`config.mk`:
```
export PLATFORM = sky130hd
export DESIGN_NAME = tga_cell
export DESIGN_NICKNAME = d
export VERILOG_FILES = /design/src/sv/tga_pkg.sv /design/src/sv/tga_cell.sv
export SDC_FILE = /design/constraint.sdc
export NUM_CORES = 1
export LEC_CHECK = 0
export ABC_AREA = 1
export BUFFER_PORTS_ARGS = -buffer_cell sky130_fd_sc_hd__buf_2
export CORE_UTILIZATION = 45
export CTS_CLUSTER_DIAMETER = 80
export CTS_CLUSTER_SIZE = 20
export DETAILED_ROUTE_END_ITERATION = 16
export PLACE_DENSITY = 0.76
export SLEW_MARGIN = 10
export SYNTH_ARGS = -nofsm -noshare
export SYNTH_HDL_FRONTEND = slang
export SYNTH_SLANG_ARGS = --single-unit
export TNS_END_PERCENT = 20
```
`constraint.sdc`:
```
create_clock -name clk -period 6.4 [get_ports clk]
set_input_delay 1.28 -clock clk [delete_from_list [all_inputs] [get_ports clk]]
set_output_delay 1.28 -clock clk [all_outputs]
set_load 0.01 [all_outputs]
```
`src/sv/tga_pkg.sv`:
```
// Shared types and constants for the totalistic grid automaton.
package tga_pkg;

	localparam int CELL_W       = 2;
	localparam int DELTA_W      = 4;
	localparam int RULE_ENTRIES = 16;
	localparam int RULE_W       = RULE_ENTRIES * DELTA_W;
	localparam int SUM_W        = 4;
	localparam int GEN_W        = 10;

	localparam logic [CELL_W-1:0] CELL_MAX = 2'd3;

	localparam logic [1:0] MODE_WRITE = 2'd0;
	localparam logic [1:0] MODE_STEP  = 2'd1;
	localparam logic [1:0] MODE_READ  = 2'd2;

	typedef struct packed {
		logic [1:0]        mode;
		logic [4:0]        row;
		logic [4:0]        column;
		logic [CELL_W-1:0] cell_in;
		logic [GEN_W-1:0]  generations;
	} cmd_t;

	typedef struct packed {
		logic [CELL_W-1:0] cell_out;
		logic [1:0]        done_mode;
	} rsp_t;

	// Controls shared by every column cell
	typedef struct packed {
		logic              shift;
		logic              first;
		logic              last;
		logic [CELL_W-1:0] wdata;
	} cell_ctrl_t;

	typedef enum logic [1:0] {
		ST_IDLE = 2'b01,
		ST_RUN  = 2'b10
	} state_t;

endpackage

```
`src/sv/tga_cell.sv`:
```
// One grid column: a rotating line of cells plus the update rule for its head.
module tga_cell #(
	parameter int N  = 32,
	parameter int RW = 5
) (
	input  logic                          clk,
	input  logic                          arst_n,
	input  logic [tga_pkg::RULE_W-1:0]    rule,
	input  tga_pkg::cell_ctrl_t           ctrl,
	input  logic                          wr_sel,
	input  logic [RW-1:0]                 row_idx,
	input  logic [tga_pkg::CELL_W-1:0]    left_head,
	input  logic [tga_pkg::CELL_W-1:0]    right_head,
	output logic [tga_pkg::CELL_W-1:0]    head,
	output logic [tga_pkg::CELL_W-1:0]    rd_data
);

	logic [tga_pkg::CELL_W-1:0]  line_q [N];
	logic [tga_pkg::CELL_W-1:0]  above_q;
	logic [tga_pkg::CELL_W-1:0]  above;
	logic [tga_pkg::CELL_W-1:0]  below;
	logic [tga_pkg::SUM_W-1:0]   sum;
	logic [tga_pkg::DELTA_W-1:0] delta;
	logic signed [4:0]           next_v;
	logic [tga_pkg::CELL_W-1:0]  next_cell;

	assign head    = line_q[0];
	assign rd_data = line_q[row_idx];

	// Grid edges read as zero: no row above the first, none below the last
	assign above = ctrl.first ? '0 : above_q;
	assign below = ctrl.last  ? '0 : line_q[1];

	always_comb begin
		sum = tga_pkg::SUM_W'(head) + tga_pkg::SUM_W'(above) + tga_pkg::SUM_W'(below)
			+ tga_pkg::SUM_W'(left_head) + tga_pkg::SUM_W'(right_head);
		delta  = rule[sum * tga_pkg::DELTA_W +: tga_pkg::DELTA_W];
		next_v = signed'({3'b000, head}) + signed'({delta[tga_pkg::DELTA_W-1], delta});
		if (next_v < 0) begin
			next_cell = '0;
		end else if (next_v > signed'(5'(tga_pkg::CELL_MAX))) begin
			next_cell = tga_pkg::CELL_MAX;
		end else begin
			next_cell = next_v[tga_pkg::CELL_W-1:0];
		end
	end

	// Rotate toward the head; the new row enters at the tail behind the old rows
	always_ff @(posedge clk or negedge arst_n) begin
		if (!arst_n) begin
			for (int i = 0; i < N; i++) begin
				line_q[i] <= '0;
			end
		end else if (ctrl.shift) begin
			for (int i = 0; i < N - 1; i++) begin
				line_q[i] <= line_q[i+1];
			end
			line_q[N-1] <= next_cell;
		end else if (wr_sel) begin
			line_q[row_idx] <= ctrl.wdata;
		end
	end

	always_ff @(posedge clk) begin
		if (ctrl.shift) begin
			above_q <= head;
		end
	end

endmodule

```
==> results.py <==
metrics = {
    "clocking": {
        "cts_hold_repair.buffers": 0,
        "clockRootBuffer": "clkbuf_8",
        "cts.sink_count": 66,
        "cts_resized": 0,
        "tritoncts.num_buffers": 9,
        "cts_max_path_buffers": 2,
        "htreeDepth": 3,
        "cts_setup_buffers": 0,
        "clk_lat_worst_skew_ns": 0.36,
        "clock_tree_from_tritoncts": "done",
        "cts.reportedPaths.clkPinSlew_ns": 0.08,
    },
    "timing": {
        "hold_violation_count_in_the_final_report": 0,
        "finalSetupTns_ns": 0,
        "worst_slew_margin_rel_pct": 32.51,
        "worst_skew_ns": 0.009382,
        "timing_worst_slew_pin_value_ns": 1.009,
        "final_min_period_over_clock_period_pct": 85.33,
        "fmax_ghz": 0.1831,
        "final.min_clock_period_ns": 5.461,
        "setup_viol": 0,
        "rsz0062_at_grt": "no",
        "slew_violations": 0,
    },
    "setup_path": {
        "timing.setup.critical_path_class": "primary input to flip-flop",
        "setup.worst_path.start_class": "primary input",
        "critical_path.cell_chain": "buf_2 -> fa_1 -> inv_1 -> fa_1 -> fa_1 -> fa_1 -> inv_1 -> a21oi_1 -> a22oi_1 -> a221oi_1 -> or2_2 -> inv_1 -> ha_1 -> inv_1 -> fa_1 -> nor2_1 -> nand3_1 -> nand3_1 -> nand2_1 -> a21oi_1",
        "crit_path_max_delay_family": "adder cells",
        "max_stage_delay_ns": 0.53,
        "reg2reg_depth": 19,
        "crit_top_cell": "fa_1",
        "r2r_setup_slack_ns": 1.52,
        "worst_setup_path_end_kind": "flip-flop",
        "arrival_ns": 5.75,
        "crit_path_max_fanout": 20,
        "cp_data_required_time_ns": 6.69,
        "crit_buf_inv": 5,
        "crit_path_top_delay_cell": "fa_1",
        "timing.rr.start": "head[0]",
        "crit-reg2reg-capture": "line_q[0]",
    },
    "cells_and_area": {
        "mostFrequentLayoutCell": "nand2_1",
        "utilization_after_layout_pct": 53.21,
        "finish.net_count": 789,
        "count_of_fill_cells_added_during_filler_insertion": 976,
        "layout-drive-gt1-share_pct": 18.54,
        "regArea_sq_mm": 0.001662,
        "multi_input_comb_area_sq_mm": 0.002530,
        "area.growth.synth_to_final_pct": 13.66,
        "diodes": 0,
        "final_cell_mix": "223 x nand2_1, 84 x buf_2, 64 x dfrtp_1",
    },
    "yosys": {
        "synth_nets": 721,
        "synth_fa_ha_area_share_pct": 4.137,
        "synth_area_leader_cell": "dfrtp_1",
        "synthTopCellsByArea": "dfrtp_1 35%, nand2_1 18%, a22oi_1 5.9%, o221ai_1 5.3%, nand3_1 5.2%",
        "synthSimpleGateAreaFrac_pct": 29.89,
        "mux_share_of_post_synthesis_cell_area_pct": 0,
        "synth.avg_cell_area_sq_um": 7.308,
        "synth_flop_cell": "dfrtp_1",
        "synthCells": 629,
        "synth_async_sr_flop_share_pct": 96.97,
        "number_of_enable_type_register_cells_in_the_synthesized_netlist": 2,
        "synth-xor-area-share_pct": 0,
        "synthDominantCellAreaShare_pct": 34.84,
        "ys_types": 39,
        "synth_top_family_by_area": "simple AND/OR/NAND/NOR gates",
        "synthesized_area_fraction_occupied_by_ao_oa_aoi_and_oai_cells_pct": 21.01,
        "synth_sequential_area_ratio_pct": 36.15,
        "synth_warnings": 0,
        "postSynthRegisterBits": 66,
        "mapped_area_sq_mm": 0.004597,
    },
    "routing": {
        "drt-initial-drc-count": 556,
        "topRoutingLayerUsed": "met4",
        "routedWlPerCell_um": 15.77,
        "drt.antenna.violating_nets": 0,
        "drc": 0,
        "detail_route.first_pass.iterations": 6,
        "route.vias.total": 4849,
        "met2RoutedLength_mm": 6.466,
        "met3RoutedLength_mm": 1.053,
        "drt-vias-per-instance": 5.814,
        "detail_route.wirelength.met1_mm": 5.385,
        "total_detailed_routing_wirelength_mm": 13.15,
    },
    "power": {
        "power_density_mw_per_mm2": 317.3,
        "cellLeakagePower_uw": 0.002490,
        "worst_ir_drop_vdd_uv": 153.6,
    },
    "global_routing": {
        "antenna_found_initial": 0,
        "first_global_vias": 4634,
        "grt_use_total_pct": 26.41,
        "grt_first_pass_wirelength_mm": 21.82,
        "globalRouteOverflowTotal": 0,
        "grt_max_degree": 77,
    },
    "die": {
        "core.rowCount": 36,
        "die-area_sq_mm": 0.01062,
        "chipHeight_um": 103.1,
        "initial_utilization_pct": 46.81,
        "ioPinCount": 85,
        "core_sq_mm": 0.009819,
        "fp.dieW_um": 103.1,
    },
    "placed_design": {
        "numPortBuffers": 84,
        "dp.final_hpwl_mm": 9.236,
        "gp_congestion": 0.8585,
    },
    "hold_path": {
        "whs_endpoint": "line_q[14]",
        "number_of_stages_on_the_worst_hold_path": 2,
        "hold_path.class": "flip-flop to flip-flop",
        "min_from": "line_q[12]",
    },
    "outcome": {
        "result_of_the_run": "complete, no violations",
    },
    "job": {
        "cap_viol_max_count": 0,
    },
}
[layout make-up]
type / instances / share of cell area, %
Clock inverter: 4 / 0.3831
Inverter: 64 / 4.598
Sequential cell: 66 / 31.80
Multi-Input combinational cell: 466 / 48.42
Clock buffer: 11 / 2.706
Tap cell: 133 / 3.185
Timing Repair Buffer: 90 / 8.908
[Yosys cell counts (6+ instances only)]
cell type	count
a21oi_1	38
nor3_2	6
inv_1	53
nor2_1	27
nand2_1	223
a22oi_1	36
o211ai_1	18
inv_2	9
nand3_1	48
o221ai_1	28
buf_2	9
buf_4	6
clkbuf_1	15
fa_1	7
dfrtp_1	64
[kinds of logic after synthesis]
kind of cell	Yosys count
AND/OR/NAND/NOR	318
AO/OA/AOI/OAI	137
buffers and inverters	97
flip-flops	66
adder cells (fa/ha/maj)	11
[how the worst max path moves through the flow]
stage | start | endpoint | cells after the start
floorplan | left_head[0] | line_q[0] | 22
global placement | left_head[0] | line_q[1] | 21
detailed placement | left_head[0] | line_q[0] | 20
CTS | left_head[0] | line_q[0] | 20
global route | left_head[0] | line_q[0] | 20
finish | left_head[0] | line_q[0] | 20
[per-layer routing]
layer,up-vias,GRT usage [%]
met5,-,0
li1,2273,-
met4,0,8.992
met2,256,43.18
met3,32,5.424
met1,2288,34.87
[sequential cells by signal, indices dropped and copies added (netlist names)]
register / flops
head: 2
line_q: 62
above_q: 2
[power breakdown]
group	switching, uW	leakage, uW	total, uW	internal, uW
clock	160	0.0000887	306	146
combinational	477	0.00153	768	290
sequential	76.6	0.000866	584	507
total	714	0.00249	1660	944
[worst register-to-register path: cells and delay by family, from the launching register on]
family	cells	cell delay (ns)
buffers and inverters	4	0.58
DFF	1	0.47
and+or+nand+nor	5	0.78
adders and majority gates	6	2.45
AOI/OAI and AO/OA	4	0.51
[per-stage QoR]
stage                     setup WS [ns]  std cells  hold WS (ns)  instance area, sq um  power, uW
final                            0.9386        834        0.4850                  5225       1658
after detailed placement         0.5498        819        0.4782                  5064       1344
after floorplan                  0.9820        629        0.4590                  4597       1176
after global placement           0.7519        819        0.4703                  5064       1315
after global routing             0.5974        834        0.5157                  5225       1799
after CTS                        0.9373        834        0.4838                  5225       1649
No activity file was read; power rests on OpenSTA's default activity.
